$ cat src/rtl/lir_pkg.sv
// ----------------------------------------------------------------------------
// Linear interpolation resampler package
// Shared constants and the sequencer state type of the resampler.
// ----------------------------------------------------------------------------
package lir_pkg;

   // Default widths of a sample and of the fraction of a source position.
   localparam int SAMPLE_BITS = 16;
   localparam int FRAC_BITS   = 16;

   // Integer bits of the step register and of the internal positions.
   localparam int STEP_INT_BITS = 5;

   // Entries of the queue between the front and the engine.
   localparam int QUEUE_DEPTH = 2;

   typedef enum logic [2:0] {
      ST_IDLE,
      ST_HELD,
      ST_LOOP,
      ST_LOOP_ADD,
      ST_TAIL,
      ST_FINISH
   } lir_state_type;

endpackage

$ cat src/rtl/lir_queue.sv
// ----------------------------------------------------------------------------
// Resampler item queue
// Small first-in first-out buffer between the front and the engine.
// ----------------------------------------------------------------------------
module lir_queue #(
   parameter int WIDTH = 18,
   parameter int DEPTH = lir_pkg::QUEUE_DEPTH
) (
   input  logic             clock,
   input  logic             reset,
   input  logic             push,
   input  logic [WIDTH-1:0] wr_data,
   input  logic             pop,
   output logic             full,
   output logic             not_empty,
   output logic [WIDTH-1:0] rd_data
);

   localparam int IW = (DEPTH > 1) ? $clog2(DEPTH) : 1;
   localparam int CW = $clog2(DEPTH + 1);

   logic [WIDTH-1:0] mem_ff [DEPTH];
   logic [IW-1:0]    wr_ptr_ff, wr_ptr_in;
   logic [IW-1:0]    rd_ptr_ff, rd_ptr_in;
   logic [CW-1:0]    count_ff, count_in;
   logic             do_push, do_pop;

   assign full      = (count_ff == CW'(DEPTH));
   assign not_empty = (count_ff != '0);
   assign rd_data   = mem_ff[rd_ptr_ff];
   assign do_push   = push && !full;
   assign do_pop    = pop && not_empty;

   always_comb begin
      wr_ptr_in = wr_ptr_ff;
      rd_ptr_in = rd_ptr_ff;
      count_in  = count_ff;
      if (do_push) begin
         wr_ptr_in = (wr_ptr_ff == IW'(DEPTH - 1)) ? '0 : wr_ptr_ff + IW'(1);
      end
      if (do_pop) begin
         rd_ptr_in = (rd_ptr_ff == IW'(DEPTH - 1)) ? '0 : rd_ptr_ff + IW'(1);
      end
      if (do_push && !do_pop) begin
         count_in = count_ff + CW'(1);
      end else if (do_pop && !do_push) begin
         count_in = count_ff - CW'(1);
      end
   end

   always_ff @(posedge clock) begin
      if (reset) begin
         wr_ptr_ff <= '0;
         rd_ptr_ff <= '0;
         count_ff  <= '0;
      end else begin
         wr_ptr_ff <= wr_ptr_in;
         rd_ptr_ff <= rd_ptr_in;
         count_ff  <= count_in;
      end
   end

   always_ff @(posedge clock) begin
      if (do_push) begin
         mem_ff[wr_ptr_ff] <= wr_data;
      end
   end

endmodule

$ cat src/rtl/lir_front.sv
// ----------------------------------------------------------------------------
// Resampler front end
// Accepts input beats, marks the first sample of each block and queues them.
// ----------------------------------------------------------------------------
module lir_front #(
   parameter int SAMPLE_BITS = lir_pkg::SAMPLE_BITS
) (
   input  logic                   clock,
   input  logic                   reset,
   input  logic                   csr_we,
   input  logic                   req_valid,
   output logic                   req_stall,
   input  logic [SAMPLE_BITS-1:0] req_sample_in,
   input  logic                   req_end_of_stream,
   output logic                   q_push,
   output logic [SAMPLE_BITS+1:0] q_wr_data,
   input  logic                   q_full
);

   logic have_prev_ff, have_prev_in;
   logic accept;

   assign req_stall = q_full;
   assign accept    = req_valid && !q_full;
   assign q_push    = accept;

   // Packed as first-of-block flag, end-of-stream flag, sample.
   assign q_wr_data = {!have_prev_ff, req_end_of_stream, req_sample_in};

   always_comb begin
      have_prev_in = have_prev_ff;
      if (csr_we) begin
         have_prev_in = 1'b0;
      end else if (accept) begin
         have_prev_in = !req_end_of_stream;
      end
   end

   always_ff @(posedge clock) begin
      if (reset) begin
         have_prev_ff <= 1'b0;
      end else begin
         have_prev_ff <= have_prev_in;
      end
   end

endmodule

$ cat src/rtl/lir_engine.sv
// ----------------------------------------------------------------------------
// Resampler engine
// Sequencer that interpolates the outputs of one queued sample at a time and
// delivers them through a one-result lookahead and an output register.
// ----------------------------------------------------------------------------
module lir_engine #(
   parameter int SAMPLE_BITS = lir_pkg::SAMPLE_BITS,
   parameter int FRAC_BITS   = lir_pkg::FRAC_BITS
) (
   input  logic                                       clock,
   input  logic                                       reset,
   input  logic                                       csr_we,
   input  logic [FRAC_BITS+lir_pkg::STEP_INT_BITS-1:0] step,
   input  logic                                       q_not_empty,
   input  logic [SAMPLE_BITS+1:0]                     q_rd_data,
   output logic                                       q_pop,
   output logic                                       rsp_valid,
   input  logic                                       rsp_stall,
   output logic [SAMPLE_BITS-1:0]                     rsp_sample_out,
   output logic                                       rsp_run_last
);

   localparam int SB = SAMPLE_BITS;
   localparam int FB = FRAC_BITS;
   localparam int PW = FB + lir_pkg::STEP_INT_BITS;
   localparam int MW = SB + FB + 2;
   localparam logic [PW-1:0] ONE  = PW'(64'd1 << FB);
   localparam logic [PW-1:0] TWO  = PW'(64'd2 << FB);
   localparam logic [MW-1:0] HALF = MW'(64'd1 << (FB - 1));

   lir_pkg::lir_state_type state_ff, state_in;

   logic [PW-1:0]        np_ff, np_in;
   logic [SB-1:0]        prev_ff, prev_in;
   logic                 held_valid_ff, held_valid_in;
   logic [SB-1:0]        held_value_ff, held_value_in;
   logic [PW-1:0]        held_short_ff, held_short_in;
   logic [SB-1:0]        cur_ff, cur_in;
   logic                 eos_ff, eos_in;
   logic                 first_ff, first_in;
   logic signed [MW-1:0] mult_ff, mult_in;

   logic                 pend_valid_ff, pend_valid_in;
   logic [SB-1:0]        pend_value_ff, pend_value_in;
   logic                 rsp_valid_ff, rsp_valid_in;
   logic [SB-1:0]        rsp_sample_ff, rsp_sample_in;
   logic                 rsp_last_ff, rsp_last_in;

   logic                 out_free, can_emit, push;
   logic                 emit_go, done_go;
   logic [SB-1:0]        emit_value;
   logic signed [SB:0]   diff;
   logic signed [FB:0]   frac;
   logic signed [MW-1:0] rounded;
   logic [SB+1:0]        interp_wide;
   logic [SB-1:0]        interp;
   logic [PW:0]          reach;
   logic [PW:0]          tail_sum;

   assign out_free = !rsp_valid_ff || !rsp_stall;
   assign can_emit = !pend_valid_ff || out_free;

   assign diff  = $signed({cur_ff[SB-1], cur_ff}) - $signed({prev_ff[SB-1], prev_ff});
   assign frac  = $signed({1'b0, np_ff[FB-1:0]});

   // Halves round towards plus infinity: add one half, then shift arithmetically.
   assign rounded     = (mult_ff + $signed(HALF)) >>> FB;
   assign interp_wide = {{2{prev_ff[SB-1]}}, prev_ff} + rounded[SB+1:0];
   assign interp      = interp_wide[SB-1:0];

   assign reach    = {1'b0, np_ff} + {1'b0, step};
   assign tail_sum = reach;

   always_comb begin
      state_in      = state_ff;
      np_in         = np_ff;
      prev_in       = prev_ff;
      held_valid_in = held_valid_ff;
      held_value_in = held_value_ff;
      held_short_in = held_short_ff;
      cur_in        = cur_ff;
      eos_in        = eos_ff;
      first_in      = first_ff;
      mult_in       = mult_ff;
      emit_go       = 1'b0;
      emit_value    = cur_ff;
      done_go       = 1'b0;
      q_pop         = 1'b0;

      case (state_ff)
         lir_pkg::ST_IDLE: begin
            if (q_not_empty) begin
               q_pop    = 1'b1;
               cur_in   = q_rd_data[SB-1:0];
               eos_in   = q_rd_data[SB];
               first_in = q_rd_data[SB+1];
               state_in = lir_pkg::ST_HELD;
            end
         end
         lir_pkg::ST_HELD: begin
            // The held result is settled before the new sample is used.
            if (held_valid_ff && (held_short_ff <= ONE)) begin
               if (can_emit) begin
                  emit_go       = 1'b1;
                  emit_value    = held_value_ff;
                  held_valid_in = 1'b0;
                  state_in      = first_ff ? lir_pkg::ST_TAIL : lir_pkg::ST_LOOP;
               end
            end else begin
               if (held_valid_ff) begin
                  if (eos_ff) begin
                     held_valid_in = 1'b0;
                  end else begin
                     held_short_in = held_short_ff - ONE;
                  end
               end
               state_in = first_ff ? lir_pkg::ST_TAIL : lir_pkg::ST_LOOP;
            end
         end
         lir_pkg::ST_LOOP: begin
            if (np_ff < ONE) begin
               mult_in  = diff * frac;
               state_in = lir_pkg::ST_LOOP_ADD;
            end else begin
               np_in    = np_ff - ONE;
               state_in = lir_pkg::ST_TAIL;
            end
         end
         lir_pkg::ST_LOOP_ADD: begin
            if (reach <= {1'b0, TWO}) begin
               if (can_emit) begin
                  emit_go    = 1'b1;
                  emit_value = interp;
                  np_in      = reach[PW-1:0];
                  state_in   = lir_pkg::ST_LOOP;
               end
            end else if (eos_ff) begin
               // Beyond the count at the end of the block: dropped.
               state_in = lir_pkg::ST_FINISH;
            end else begin
               held_valid_in = 1'b1;
               held_value_in = interp;
               held_short_in = reach[PW-1:0] - TWO;
               np_in         = reach[PW-1:0];
               state_in      = lir_pkg::ST_LOOP;
            end
         end
         lir_pkg::ST_TAIL: begin
            if (eos_ff) begin
               if (tail_sum <= {1'b0, ONE}) begin
                  if (can_emit) begin
                     emit_go    = 1'b1;
                     emit_value = cur_ff;
                     np_in      = tail_sum[PW-1:0];
                  end
               end else begin
                  state_in = lir_pkg::ST_FINISH;
               end
            end else begin
               prev_in  = cur_ff;
               state_in = lir_pkg::ST_FINISH;
            end
         end
         lir_pkg::ST_FINISH: begin
            if (can_emit) begin
               done_go = 1'b1;
               if (eos_ff) begin
                  np_in         = '0;
                  prev_in       = '0;
                  held_valid_in = 1'b0;
               end
               state_in = lir_pkg::ST_IDLE;
            end
         end
         default: begin
            state_in = lir_pkg::ST_IDLE;
         end
      endcase

      if (csr_we) begin
         np_in         = '0;
         prev_in       = '0;
         held_valid_in = 1'b0;
         held_short_in = '0;
      end
   end

   // One result is kept back until the next one or the end of the item shows
   // whether it is the last of its input.
   always_comb begin
      push          = (emit_go || done_go) && pend_valid_ff;
      rsp_valid_in  = rsp_valid_ff && rsp_stall;
      rsp_sample_in = rsp_sample_ff;
      rsp_last_in   = rsp_last_ff;
      if (push) begin
         rsp_valid_in  = 1'b1;
         rsp_sample_in = pend_value_ff;
         rsp_last_in   = done_go;
      end
      pend_valid_in = pend_valid_ff;
      pend_value_in = pend_value_ff;
      if (emit_go) begin
         pend_valid_in = 1'b1;
         pend_value_in = emit_value;
      end else if (done_go) begin
         pend_valid_in = 1'b0;
      end
   end

   always_ff @(posedge clock) begin
      if (reset) begin
         state_ff      <= lir_pkg::ST_IDLE;
         np_ff         <= '0;
         prev_ff       <= '0;
         held_valid_ff <= 1'b0;
         held_short_ff <= '0;
         pend_valid_ff <= 1'b0;
         rsp_valid_ff  <= 1'b0;
      end else begin
         state_ff      <= state_in;
         np_ff         <= np_in;
         prev_ff       <= prev_in;
         held_valid_ff <= held_valid_in;
         held_short_ff <= held_short_in;
         pend_valid_ff <= pend_valid_in;
         rsp_valid_ff  <= rsp_valid_in;
      end
   end

   always_ff @(posedge clock) begin
      held_value_ff <= held_value_in;
      cur_ff        <= cur_in;
      eos_ff        <= eos_in;
      first_ff      <= first_in;
      mult_ff       <= mult_in;
      pend_value_ff <= pend_value_in;
      rsp_sample_ff <= rsp_sample_in;
      rsp_last_ff   <= rsp_last_in;
   end

   assign rsp_valid      = rsp_valid_ff;
   assign rsp_sample_out = rsp_sample_ff;
   assign rsp_run_last   = rsp_last_ff;

   a_frac_in_range: assert property (@(posedge clock) disable iff (reset)
      state_ff == lir_pkg::ST_LOOP_ADD |-> np_ff < ONE)
      else $error("interpolation position not below one sample");

   a_idle_flushed: assert property (@(posedge clock) disable iff (reset)
      state_ff == lir_pkg::ST_IDLE |-> !pend_valid_ff)
      else $error("result still pending between items");

   a_held_bounded: assert property (@(posedge clock) disable iff (reset)
      held_valid_ff |-> held_short_ff < (ONE << 4))
      else $error("held shortfall out of range");

   a_csr_clears: assert property (@(posedge clock) disable iff (reset)
      csr_we |=> !held_valid_ff && np_ff == '0)
      else $error("step write did not clear the stream state");

endmodule

$ cat src/rtl/linear_interp_resampler.sv
// ----------------------------------------------------------------------------
// Linear interpolation resampler
// Sample rate converter that interpolates between neighbouring samples at
// positions spaced by a programmable 5.16 step.
// ----------------------------------------------------------------------------
//   channel   direction  ports                                 handshake
//   req       in         req_sample_in, req_end_of_stream      valid / stall
//   rsp       out        rsp_sample_out, rsp_run_last          valid / stall
//   csr       in         csr_step                              write enable
//
// The engine works on one queued sample at a time. Each interpolated output
// passes first through the multiplier and then through the rounding add,
// and the final sample of an ended block is repeated as the step allows.
// Reset is synchronous; it clears the stream state and sets the step to one.
// A two-entry queue lets the front take samples while the engine works, and
// the engine waits to emit while a result is pending and the output is stalled.
// ----------------------------------------------------------------------------
module linear_interp_resampler #(
   parameter int SAMPLE_BITS = lir_pkg::SAMPLE_BITS,
   parameter int FRAC_BITS   = lir_pkg::FRAC_BITS
) (
   input  logic                                        clock,
   input  logic                                        reset,
   input  logic                                        csr_we,
   input  logic [FRAC_BITS+lir_pkg::STEP_INT_BITS-1:0] csr_step,
   input  logic                                        req_valid,
   output logic                                        req_stall,
   input  logic signed [SAMPLE_BITS-1:0]               req_sample_in,
   input  logic                                        req_end_of_stream,
   output logic                                        rsp_valid,
   input  logic                                        rsp_stall,
   output logic signed [SAMPLE_BITS-1:0]               rsp_sample_out,
   output logic                                        rsp_run_last
);

   localparam int PW = FRAC_BITS + lir_pkg::STEP_INT_BITS;
   localparam logic [PW-1:0] ONE      = PW'(64'd1 << FRAC_BITS);
   localparam logic [PW-1:0] STEP_MIN = ONE >> 3;
   localparam logic [PW-1:0] STEP_MAX = ONE << 4;

   logic [PW-1:0]          step_ff, step_in;
   logic                   q_push, q_pop, q_full, q_not_empty;
   logic [SAMPLE_BITS+1:0] q_wr_data, q_rd_data;
   logic [SAMPLE_BITS-1:0] sample_out;

   // The step is stored already clamped to the range from one eighth to sixteen.
   always_comb begin
      step_in = step_ff;
      if (csr_we) begin
         if (csr_step < STEP_MIN) begin
            step_in = STEP_MIN;
         end else if (csr_step > STEP_MAX) begin
            step_in = STEP_MAX;
         end else begin
            step_in = csr_step;
         end
      end
   end

   always_ff @(posedge clock) begin
      if (reset) begin
         step_ff <= ONE;
      end else begin
         step_ff <= step_in;
      end
   end

   lir_front #(
      .SAMPLE_BITS(SAMPLE_BITS)
   ) u_front (
      .clock             (clock),
      .reset             (reset),
      .csr_we            (csr_we),
      .req_valid         (req_valid),
      .req_stall         (req_stall),
      .req_sample_in     (req_sample_in),
      .req_end_of_stream (req_end_of_stream),
      .q_push            (q_push),
      .q_wr_data         (q_wr_data),
      .q_full            (q_full)
   );

   lir_queue #(
      .WIDTH(SAMPLE_BITS + 2),
      .DEPTH(lir_pkg::QUEUE_DEPTH)
   ) u_queue (
      .clock     (clock),
      .reset     (reset),
      .push      (q_push),
      .wr_data   (q_wr_data),
      .pop       (q_pop),
      .full      (q_full),
      .not_empty (q_not_empty),
      .rd_data   (q_rd_data)
   );

   lir_engine #(
      .SAMPLE_BITS(SAMPLE_BITS),
      .FRAC_BITS  (FRAC_BITS)
   ) u_engine (
      .clock          (clock),
      .reset          (reset),
      .csr_we         (csr_we),
      .step           (step_ff),
      .q_not_empty    (q_not_empty),
      .q_rd_data      (q_rd_data),
      .q_pop          (q_pop),
      .rsp_valid      (rsp_valid),
      .rsp_stall      (rsp_stall),
      .rsp_sample_out (sample_out),
      .rsp_run_last   (rsp_run_last)
   );

   assign rsp_sample_out = $signed(sample_out);

endmodule

$ cat config.mk
export PLATFORM = sky130hd
export DESIGN_NAME = linear_interp_resampler
export DESIGN_NICKNAME = d
export VERILOG_FILES = /design/src/rtl/lir_pkg.sv /design/src/rtl/lir_queue.sv /design/src/rtl/lir_front.sv /design/src/rtl/lir_engine.sv /design/src/rtl/linear_interp_resampler.sv
export SDC_FILE = /design/constraint.sdc
export NUM_CORES = 1
export LEC_CHECK = 0
export BUFFER_PORTS_ARGS = -buffer_cell sky130_fd_sc_hd__buf_2
export CAP_MARGIN = 20
export CORE_ASPECT_RATIO = 1.5
export CORE_MARGIN = 3
export CORE_UTILIZATION = 55
export CTS_CLUSTER_SIZE = 30
export DETAILED_ROUTE_END_ITERATION = 8
export HOLD_SLACK_MARGIN = 0.03
export PLACE_DENSITY = 0.71
export SYNTH_ARGS = -nofsm -noshare
export SYNTH_HDL_FRONTEND = slang
export SYNTH_SLANG_ARGS = --single-unit
$ cat constraint.sdc
create_clock -name clock -period 22.8 [get_ports clock]
set_clock_uncertainty 0.1 [all_clocks]
set_input_delay 3.42 -clock clock [delete_from_list [all_inputs] [get_ports clock]]
set_output_delay 3.42 -clock clock [all_outputs]
set_load 0.01 [all_outputs]
Yosys cells after proc, flatten, opt, wreduce, memory -nomap -nowiden
Memory sizes are Yosys's and may differ from the RTL's. A register that Yosys moved wholly into a read port is not among the register bits.
Cells that the tools add are included.
Storage, ports and cells
  flip-flop bits (word level): 171
  memory bits (writable): 36
  word-level logic and storage cells: 161
  memories kept: 1
Memory list
  u_queue.mem_ff: words 2, width 18, rd ports 1, clocked after Yosys merged registers in 1, write ports 1, RTL line lir_queue.sv:22  | logic [WIDTH-1:0] mem_ff [DEPTH];
Operators by class
  add/sub/neg operators: 11
  multipliers: 1
  $lt $le $gt $ge: 6
  equality and inequality tests: 22
  multiplexer cells: 65
  bitwise gates (word level): 2
  reductions and logical operators: 36
Operators by type and width (count)
  two-way mux 21 bit: 15
  two-way mux 16 bit: 7
  case mux 21 bit (4 select lines): 1
  case mux 16 bit (2 select lines): 2
  case mux 21 bit (2 select lines): 1
  subtractor 21 x 17 -> 21 bit, second input constant: 2
  two-way mux 3 bit: 11
  adder 32 x 17 -> 32 bit, second input constant: 1
  multiplier 17 x 17 -> 32 bit: 1
  two-way mux 1 bit: 23
  adder 21 x 21 -> 22 bit: 1
  less-or-equal comparator 22 x 17 -> 1 bit, second input constant: 1
  less-or-equal comparator 22 x 18 -> 1 bit, second input constant: 1
  > comparator 21 bit, second input constant: 1
  less-or-equal comparator 21 x 17 -> 1 bit, second input constant: 1
  less-than comparator 21 x 14 -> 1 bit, second input constant: 1
  less-than comparator 21 x 17 -> 1 bit, second input constant: 1
  subtractor 21 x 18 -> 21 bit, second input constant: 1
  case mux 3 bit (6 select lines): 1
  subtractor 16 x 16 -> 17 bit: 1
  adder 16 bit: 1
  inequality test 2 bit, second input constant: 7
  AND reduction 6 bit: 2
  inequality test 2 x 1 -> 1 bit, second input constant: 5
  25 further kinds: 54

Depth between registers and ports, before layout
Gate-level depths: netlist of the first run.
  depth in word-level cells: 10
  depth in mapped cells: 36
  depth with buffers taken out: 35

By module
Synthesis of the first run repeated with hierarchy kept, for this count alone.
Second synthesis, totals
  cell total of the unflattened synthesis: 2160
  area, all modules: 20907.6 µm²
Modules (own cells, without submodules)
  lir_engine: instances 1, cells each 1995, area an instance 18474.0 µm²
  lir_queue: instances 1, cells each 81, area an instance 1516.5 µm²
  linear_interp_resampler: instances 1, cells each 60, area an instance 723.2 µm²
  lir_front: instances 1, cells each 24, area an instance 193.9 µm²

Worst setup path after synthesis of the first run
Ideal clock, no wire load.
  kind: reg2reg
  start: register u_engine.cur_ff[1]
  end: register u_engine.mult_ff[30], data pin
  setup time: 0.266 ns
  data arrival time: 7.908 ns
  required time: 22.434 ns
  setup slack: 14.526 ns
  cell stages (with the launch flop): 36
  path buffers: 3
  cell sequence: edfxtp_1 > ha_1 > nor2b_1 > o21ai_0 > a21boi_0 > o21ai_0 > a21boi_0 > o21ai_0 > a21oi_1 > o211a_1 > clkbuf_1 > or2_2 > clkbuf_1 > clkbuf_1 > o311ai_0 > fa_1 > inv_1 > fa_1 > inv_1 > fa_1 > fa_1 > fa_1 > inv_1 > fa_1 > inv_1 > ha_1 > a21oi_1 > o21bai_1 > a21oi_1 > nor2b_1 > nor2_1 > a311oi_1 > o21a_1 > o21ai_0 > a21boi_0 > xor2_1
Between the ends
  cells in the longest elaborated chain, start to end: 2
RTL lines
  from (decl): RTL line lir_engine.sv:38  | logic [SB-1:0] cur_ff, cur_in;
  from (signal assigned): RTL line lir_engine.sv:232  | cur_ff <= cur_in;
  subtractor 16 x 16 -> 17 bit: RTL line lir_engine.sv:63  | assign diff = $signed({cur_ff[SB-1], cur_ff}) - $signed({prev_ff[SB-1], prev_ff});
  multiplier 17 x 17 -> 32 bit: RTL line lir_engine.sv:122  | mult_in = diff * frac;
  to (signal assigned): RTL line lir_engine.sv:235  | mult_ff <= mult_in;
  to (decl): RTL line lir_engine.sv:41  | logic signed [MW-1:0] mult_ff, mult_in;
Every way passes these cells.
A chain may end at the register's enable or synchronous reset.

Worst setup path in the final report of the first run
  start: register u_engine.cur_ff[0]
  end: register u_engine.mult_ff[30], data pin
Same word-level chain as after synthesis.

==> impl_metrics.ini, run 1 <==
[global_routing]
antenna_found_initial = 0
grt_usage_pct = 27.8
use_met3_pct = 2.69
grt_pass1_wl_um = 93200
grtUsageMet1_pct = 31.9
grt_max_degree = 57
met2_usage_pct = 51.3
gr-total-overflow = 0
grt_pass1_vias = 17800
top_usage_layer = met2

[placement]
pre_cts_slack_ps = 13340
io_buffers = 61
dpl-instance-area_sq_um = 22500
post-dp-hpwl_um = 45100
gp_congestion = 0.907
placedCellCount = 2804

[routing]
routedWlPerCell_um = 20.4
detail-route-antenna-nets = 0
route.detailed.drc = 0
dr.first_iter.drc_count = 1294
wl_um = 58000
drtPass1Iterations = 5
num_vias = 16800
via_per_inst = 5.89

[power_and_ir_drop]
peakVddDrop_mv = 0.115
pwr-share-clk_pct = 25.8
switching_share_pct = 41.6
combPwrFrac_pct = 40.4
p_int_mw = 0.891
seq_power_share_pct = 33.8
power.density_nw_per_um2 = 65.4
p_leak_nw = 10.6
p_sw_mw = 0.634

[clocking]
cts_resized = 0
clk_latency_ps = 530
clkTransAtPathRegs_ps = 90
cts_tree = built
cts_root_buf = clkbuf_16
cts_buffers = 22
ctsHoldBuffers = 0
htree_num_levels = 1
cts_sinks = 210
postCtsSetupRepairBufs = 0
clockBufferDepth = 3

[setup_path]
crit_type = reg2reg
crit_required_ps = 22990
crit_start = u_engine.cur_ff[0]$_DFFE_PP_
crit_cells = 31
cp_slowest_stage_delay_ps = 920
path_delay_family = adder cells
crit_fanout = 16
cp_common_cell = fa_1
worstSetupEndpointType = flop
r2r_start = u_engine.cur_ff[0]$_DFFE_PP_
critical_path_buf_inv_count = 4
cp.arrival_ps = 9610
cpMaxStageDelayCell = xor2_1
rr_endpoint = u_engine.mult_ff[30]$_DFFE_PP_
ff2ff_path_depth = 31
cp-start-kind = flop
endpoint = u_engine.mult_ff[30]$_DFFE_PP_
regToRegSetupSlack_ps = 13370

[die]
die_x_um = 169
dieArea_sq_um = 42100
num_rows = 88
start_util_pct = 56.3
core_area_sq_um = 38800
fp.dieH_um = 250
io_pins = 62

[synth]
ys_top_cells_by_area = fa_1 24%, edfxtp_1 17%, dfxtp_1 8.3%
syn_inst = 2327
async_flop_share_pct = 0
ys.flop_type = edfxtp_1
synth-edff-count = 120
synth_top_area_share_pct = 24.1
syn_avg_cell_area_sq_um = 9.37
yosys.area.top_type = fa_1
synth_cell_types = 91
synth.yosys.seq_area_share_pct = 24.8
synth_nets = 2774
yosys_warnings = 0
synth_seq_cells = 210
synth_area_sq_um = 21800

[run]
drv_cap = 0

[sta]
fin_crit_sh_pct = 41.4
rsz0062_at_grt = false
relSlewSlack_pct = 22.5
period_needed_ps = 9430
setup-tns-final_ps = 0
maxSlewViolCount = 0
worst_pin_slew_ps = 1160
setup_viol = 0
timing.fmax_mhz = 106
hold_violations = 0
fin_ws_ps = 13370

[status]
outcome = completed

[layout]
stdcell_area_sq_um = 23300
num_antenna_cells = 0
fill_cells = 3322
final_nets = 2782
final_cell_count_no_fill = 2845
area_growth_pct = 6.92
layout-drive-gt1-share_pct = 7.96

[worst_hold_path]
hold_class = reg2reg
how the worst min path moves through the flow:
stage                                                     from                                    end  slack (ps)  cells past startpoint
after global placement    u_engine.pend_value_ff[12]$_DFFE_PP_  u_engine.rsp_sample_out[12]$_DFFE_PP_         300                      0
after CTS                 u_engine.pend_value_ff[10]$_DFFE_PP_  u_engine.rsp_sample_out[10]$_DFFE_PP_         310                      0
after global routing      u_engine.pend_value_ff[10]$_DFFE_PP_  u_engine.rsp_sample_out[10]$_DFFE_PP_         320                      0
after detailed placement  u_engine.pend_value_ff[10]$_DFFE_PP_  u_engine.rsp_sample_out[10]$_DFFE_PP_         300                      0
after floorplan            u_engine.pend_value_ff[0]$_DFFE_PP_   u_engine.rsp_sample_out[0]$_DFFE_PP_         300                      0
final                     u_engine.pend_value_ff[10]$_DFFE_PP_  u_engine.rsp_sample_out[10]$_DFFE_PP_         310                      0
logic make-up (layout without fill, tap and decap cells):
logic type | count (synthesis) | after routing | share of synthesized area, %
XOR/XNOR | 99 | 99 | 4.04
multiplexers | 46 | 46 | 2.21
adder cells (fa/ha/maj) | 404 | 404 | 32.2
buffers and inverters | 502 | 525 | 8.72
AND/OR/NAND/NOR | 663 | 663 | 14.9
AO/OA/AOI/OAI | 403 | 403 | 13.2
flip-flops | 210 | 210 | 24.8
power groups by stage:
| stage | clock [mW] | sequential (mW) | combinational, mW |
|---|---|---|---|
| final | 0.393 | 0.515 | 0.617 |
| after global routing | 0.413 | 0.519 | 0.661 |
| after CTS | 0.399 | 0.514 | 0.601 |
| after detailed placement | 0 | 0.521 | 0.595 |
| after global placement | 0 | 0.519 | 0.586 |
| after floorplan | 0 | 0.493 | 0.419 |
layout by cell type, fill, tap and decap left out, types with 14 or more instances in the layout:
| cell | instances |
|---|---|
| inv_1 | 402 |
| fa_1 | 262 |
| nand2_1 | 231 |
| ha_1 | 142 |
| and2_1 | 123 |
| edfxtp_1 | 120 |
| nor2_1 | 112 |
| a21oi_1 | 104 |
| dfxtp_1 | 90 |
| xnor2_1 | 66 |
| buf_2 | 61 |
| nand3_1 | 56 |
| o21ai_0 | 49 |
| xor2_1 | 28 |
| mux2i_1 | 28 |
| a21o_1 | 26 |
| clkbuf_16 | 23 |
| o211ai_1 | 22 |
| buf_4 | 22 |
| nor3_1 | 21 |
| and3_1 | 19 |
| o22ai_1 | 19 |
| a22o_1 | 19 |
| mux2_2 | 18 |
| nor4_1 | 17 |
| o32ai_1 | 17 |
| or2_2 | 15 |
| a211oi_1 | 14 |
| or3_1 | 14 |
| o22a_1 | 14 |
sequential cells by signal, summed over array words and instances, names as in the netlist, 2 cells and up:
name,cells
u_engine.mult_ff,17
u_engine.np_ff,21
u_engine.pend_value_ff,16
u_engine.rsp_sample_out,16
u_queue.count_ff,2
u_engine.held_value_ff,16
step_ff,21
u_engine.prev_ff,16
u_queue.mem_ff,36
u_engine.cur_ff,16
u_engine.state_ff,3
u_engine.held_short_ff,21
per-layer routing:
metal  up-vias  part of all wire, %
met1      8297                   37
met2       567                   52
met3       177                  5.2
met4         0                  5.8
li1       7728                    -
met5         -                    0
synth_stat cells, drive strengths merged, types with 7 or more instances:
library cell  count
inv             403
fa              262
nand2           231
ha              142
and2            123
edfxtp          120
nor2            113
a21oi           107
clkbuf           92
dfxtp            90
xnor2            69
nand3            57
o21ai            53
xor2             29
mux2i            28
a21o             26
nor3             24
o211ai           23
and3             20
a22o             19
o22ai            19
a211oi           18
mux2             18
nor4             17
o32ai            17
or2              16
o22a             14
or3              14
nand2b           13
a311oi           11
nor2b            11
o21a             11
o311ai           11
a31oi            10
a21boi            8
nand4             8
buf               7
area by class of cell:
cell class | instances | area, sq um | area share [%]
clock buffers | 26 | 587 | 2.52
clock inverters | 13 | 184 | 0.789
flip-flops and latches | 210 | 5410 | 23.2
inverters | 403 | 1510 | 6.49
well taps | 495 | 619 | 2.66
repair buffers | 83 | 470 | 2.02
multi-input cells | 1615 | 14500 | 62.4
metrics by stage:
stage	hold slack, ps	total power, mW	util [%]
detailed placement	305	1.12	58.1
CTS	315	1.51	60.1
floorplan	300	0.912	-
global placement	301	1.11	58.1
finish	314	1.52	60.2
global route	321	1.59	60.2
Note: power is estimated with default switching activity, not from simulation.
==> run 2, diff against run 1 <==
Clock period 22.8 ns to 9.5 ns, I/O delays scaled along.
==> impl_metrics.ini, run 2 (synthesized netlist as in run 1, its figures left out) <==
[die]
core_area_sq_um = 38800
start_util_pct = 56.3
io_pins = 62
num_rows = 88
die_x_um = 169
dieArea_sq_um = 42100
fp.dieH_um = 250

[layout]
area_growth_pct = 7.15
fill_cells = 3320
stdcell_area_sq_um = 23400
largest_reg_flops = 36
num_antenna_cells = 0
final_common_cell = inv_1
layout-drive-gt1-share_pct = 8.49
top_register = u_queue.mem_ff
final_cell_count_no_fill = 2851
final_nets = 2788
final_cell_mix = 402 x inv_1, 262 x fa_1, 231 x nand2_1

[status]
outcome = completed

[clocking]
ctsHoldBuffers = 0
clk_latency_ps = 530
cts_buffers = 21
cts_tree = built
clkTransAtPathRegs_ps = 70
cts_root_buf = clkbuf_16
clockBufferDepth = 3
cts_sinks = 210
htree_num_levels = 1

[setup_path]
cp.arrival_ps = 9120
cpMaxStageDelayCell = fa_1
endpoint = u_engine.mult_ff[30]$_DFFE_PP_
regToRegSetupSlack_ps = 540
crit_fanout = 9
rr_endpoint = u_engine.mult_ff[30]$_DFFE_PP_
cp_common_cell = fa_1
crit_type = reg2reg
ff2ff_path_depth = 35
cp-start-kind = flop
cp_slowest_stage_delay_ps = 530
worstSetupEndpointType = flop
crit_start = u_engine.cur_ff[0]$_DFFE_PP_
crit_required_ps = 9660
r2r_start = u_engine.cur_ff[0]$_DFFE_PP_

[power_and_ir_drop]
power.density_nw_per_um2 = 155
peakVddDrop_mv = 0.288
p_leak_nw = 10.6

[global_routing]
grt_pass1_wl_um = 92000
grt_pass1_vias = 17900
gr-total-overflow = 0
grt_usage_pct = 27.3
grt_max_degree = 57
antenna_found_initial = 0

[sta]
relSlewSlack_pct = 30.4
setup-tns-final_ps = 0
worst_pin_slew_ps = 1040
hold_violations = 0
fin_crit_sh_pct = 94.3
fin_ws_ps = 541
setup_viol = 0
hold_ws_ps = 319
maxSlewViolCount = 0
period_needed_ps = 8960
timing.fmax_mhz = 112

[worst_hold_path]
hold_class = reg2reg

[routing]
dr.first_iter.drc_count = 1270
wl_um = 57200
drtPass1Iterations = 6
via_per_inst = 5.90
route.detailed.drc = 0
routedWlPerCell_um = 20.1
detail-route-antenna-nets = 0
num_vias = 16800

[placement]
pre_cts_slack_ps = 408
placedCellCount = 2813
gp_congestion = 0.927
io_buffers = 61
dpl-instance-area_sq_um = 22600
post-dp-hpwl_um = 44900

[run]
drv_cap = 0
-- run 2: changes by cell type in the layout (fill, tap and decap cells not counted), moves of 2 or more --
| cell | delta |
|---|---|
| a21oi_1 | -2 |
| a21oi_2 | +2 |
| a311oi_1 | -2 |
| a311oi_2 | +2 |
| buf_4 | +7 |
| clkbuf_16 | -2 |
| o311ai_0 | -4 |
| o311ai_1 | +3 |
-- run 2: per-layer routing --
layer,global-route usage [%],vias to the layer above,share of wire (%)
met4,16.2,0,7.1
met1,31.3,8314,37
li1,-,7740,-
met5,0,-,0
met2,48.9,572,51
met3,2.87,204,5.3
-- run 2: what timing repair did --
item,4_1_cts,5_1_grt
setup buffers,0,0
setup endpoints to repair,0,3
resized for setup,0,13
-- run 2: worst min-delay path by stage --
stage,start,to,slack [ps],cells after the start
after floorplan,u_engine.pend_value_ff[0]$_DFFE_PP_,u_engine.rsp_sample_out[0]$_DFFE_PP_,300,0
after global placement,u_engine.pend_value_ff[5]$_DFFE_PP_,u_engine.rsp_sample_out[5]$_DFFE_PP_,300,0
after global routing,u_engine.pend_value_ff[7]$_DFFE_PP_,u_engine.rsp_sample_out[7]$_DFFE_PP_,330,0
after detailed placement,u_engine.pend_value_ff[10]$_DFFE_PP_,u_engine.rsp_sample_out[10]$_DFFE_PP_,310,0
final,u_engine.pend_value_ff[10]$_DFFE_PP_,u_engine.rsp_sample_out[10]$_DFFE_PP_,320,0
after CTS,u_engine.pend_value_ff[10]$_DFFE_PP_,u_engine.rsp_sample_out[10]$_DFFE_PP_,320,0
-- run 2: area by class of cell --
cell class	instances	area (sq um)	area share (%)
Clock inverter	14	170	0.728
Sequential cell	210	5410	23.1
Timing Repair Buffer	90	523	2.24
Multi-Input combinational cell	1615	14600	62.4
Tap cell	495	619	2.65
Inverter	403	1510	6.47
Clock buffer	24	547	2.34
-- run 2: worst max-delay path: cells and delay by family, from the launching register on --
family          cells  cell delay [ps]
fa+ha+maj           9             3850
compound gates     14             3060
simple gates        4              560
flops               1              450
buf+inv             6              350
xor+xnor            2              340
-- run 2: through the flow --
stage | power [mW] | utilization, %
4_1_cts | 3.60 | 60.2
3_5_place_dp | 2.70 | 58.3
6_report | 3.62 | 60.3
3_3_place_gp | 2.68 | 58.3
5_1_grt | 3.79 | 60.3
2_1_floorplan | 2.19 | -
-- run 2: power breakdown --
part           switching, mW  internal (mW)  total, mW
sequential             0.119           1.11       1.23
clock                  0.380          0.504      0.883
combinational           1.02          0.486       1.50
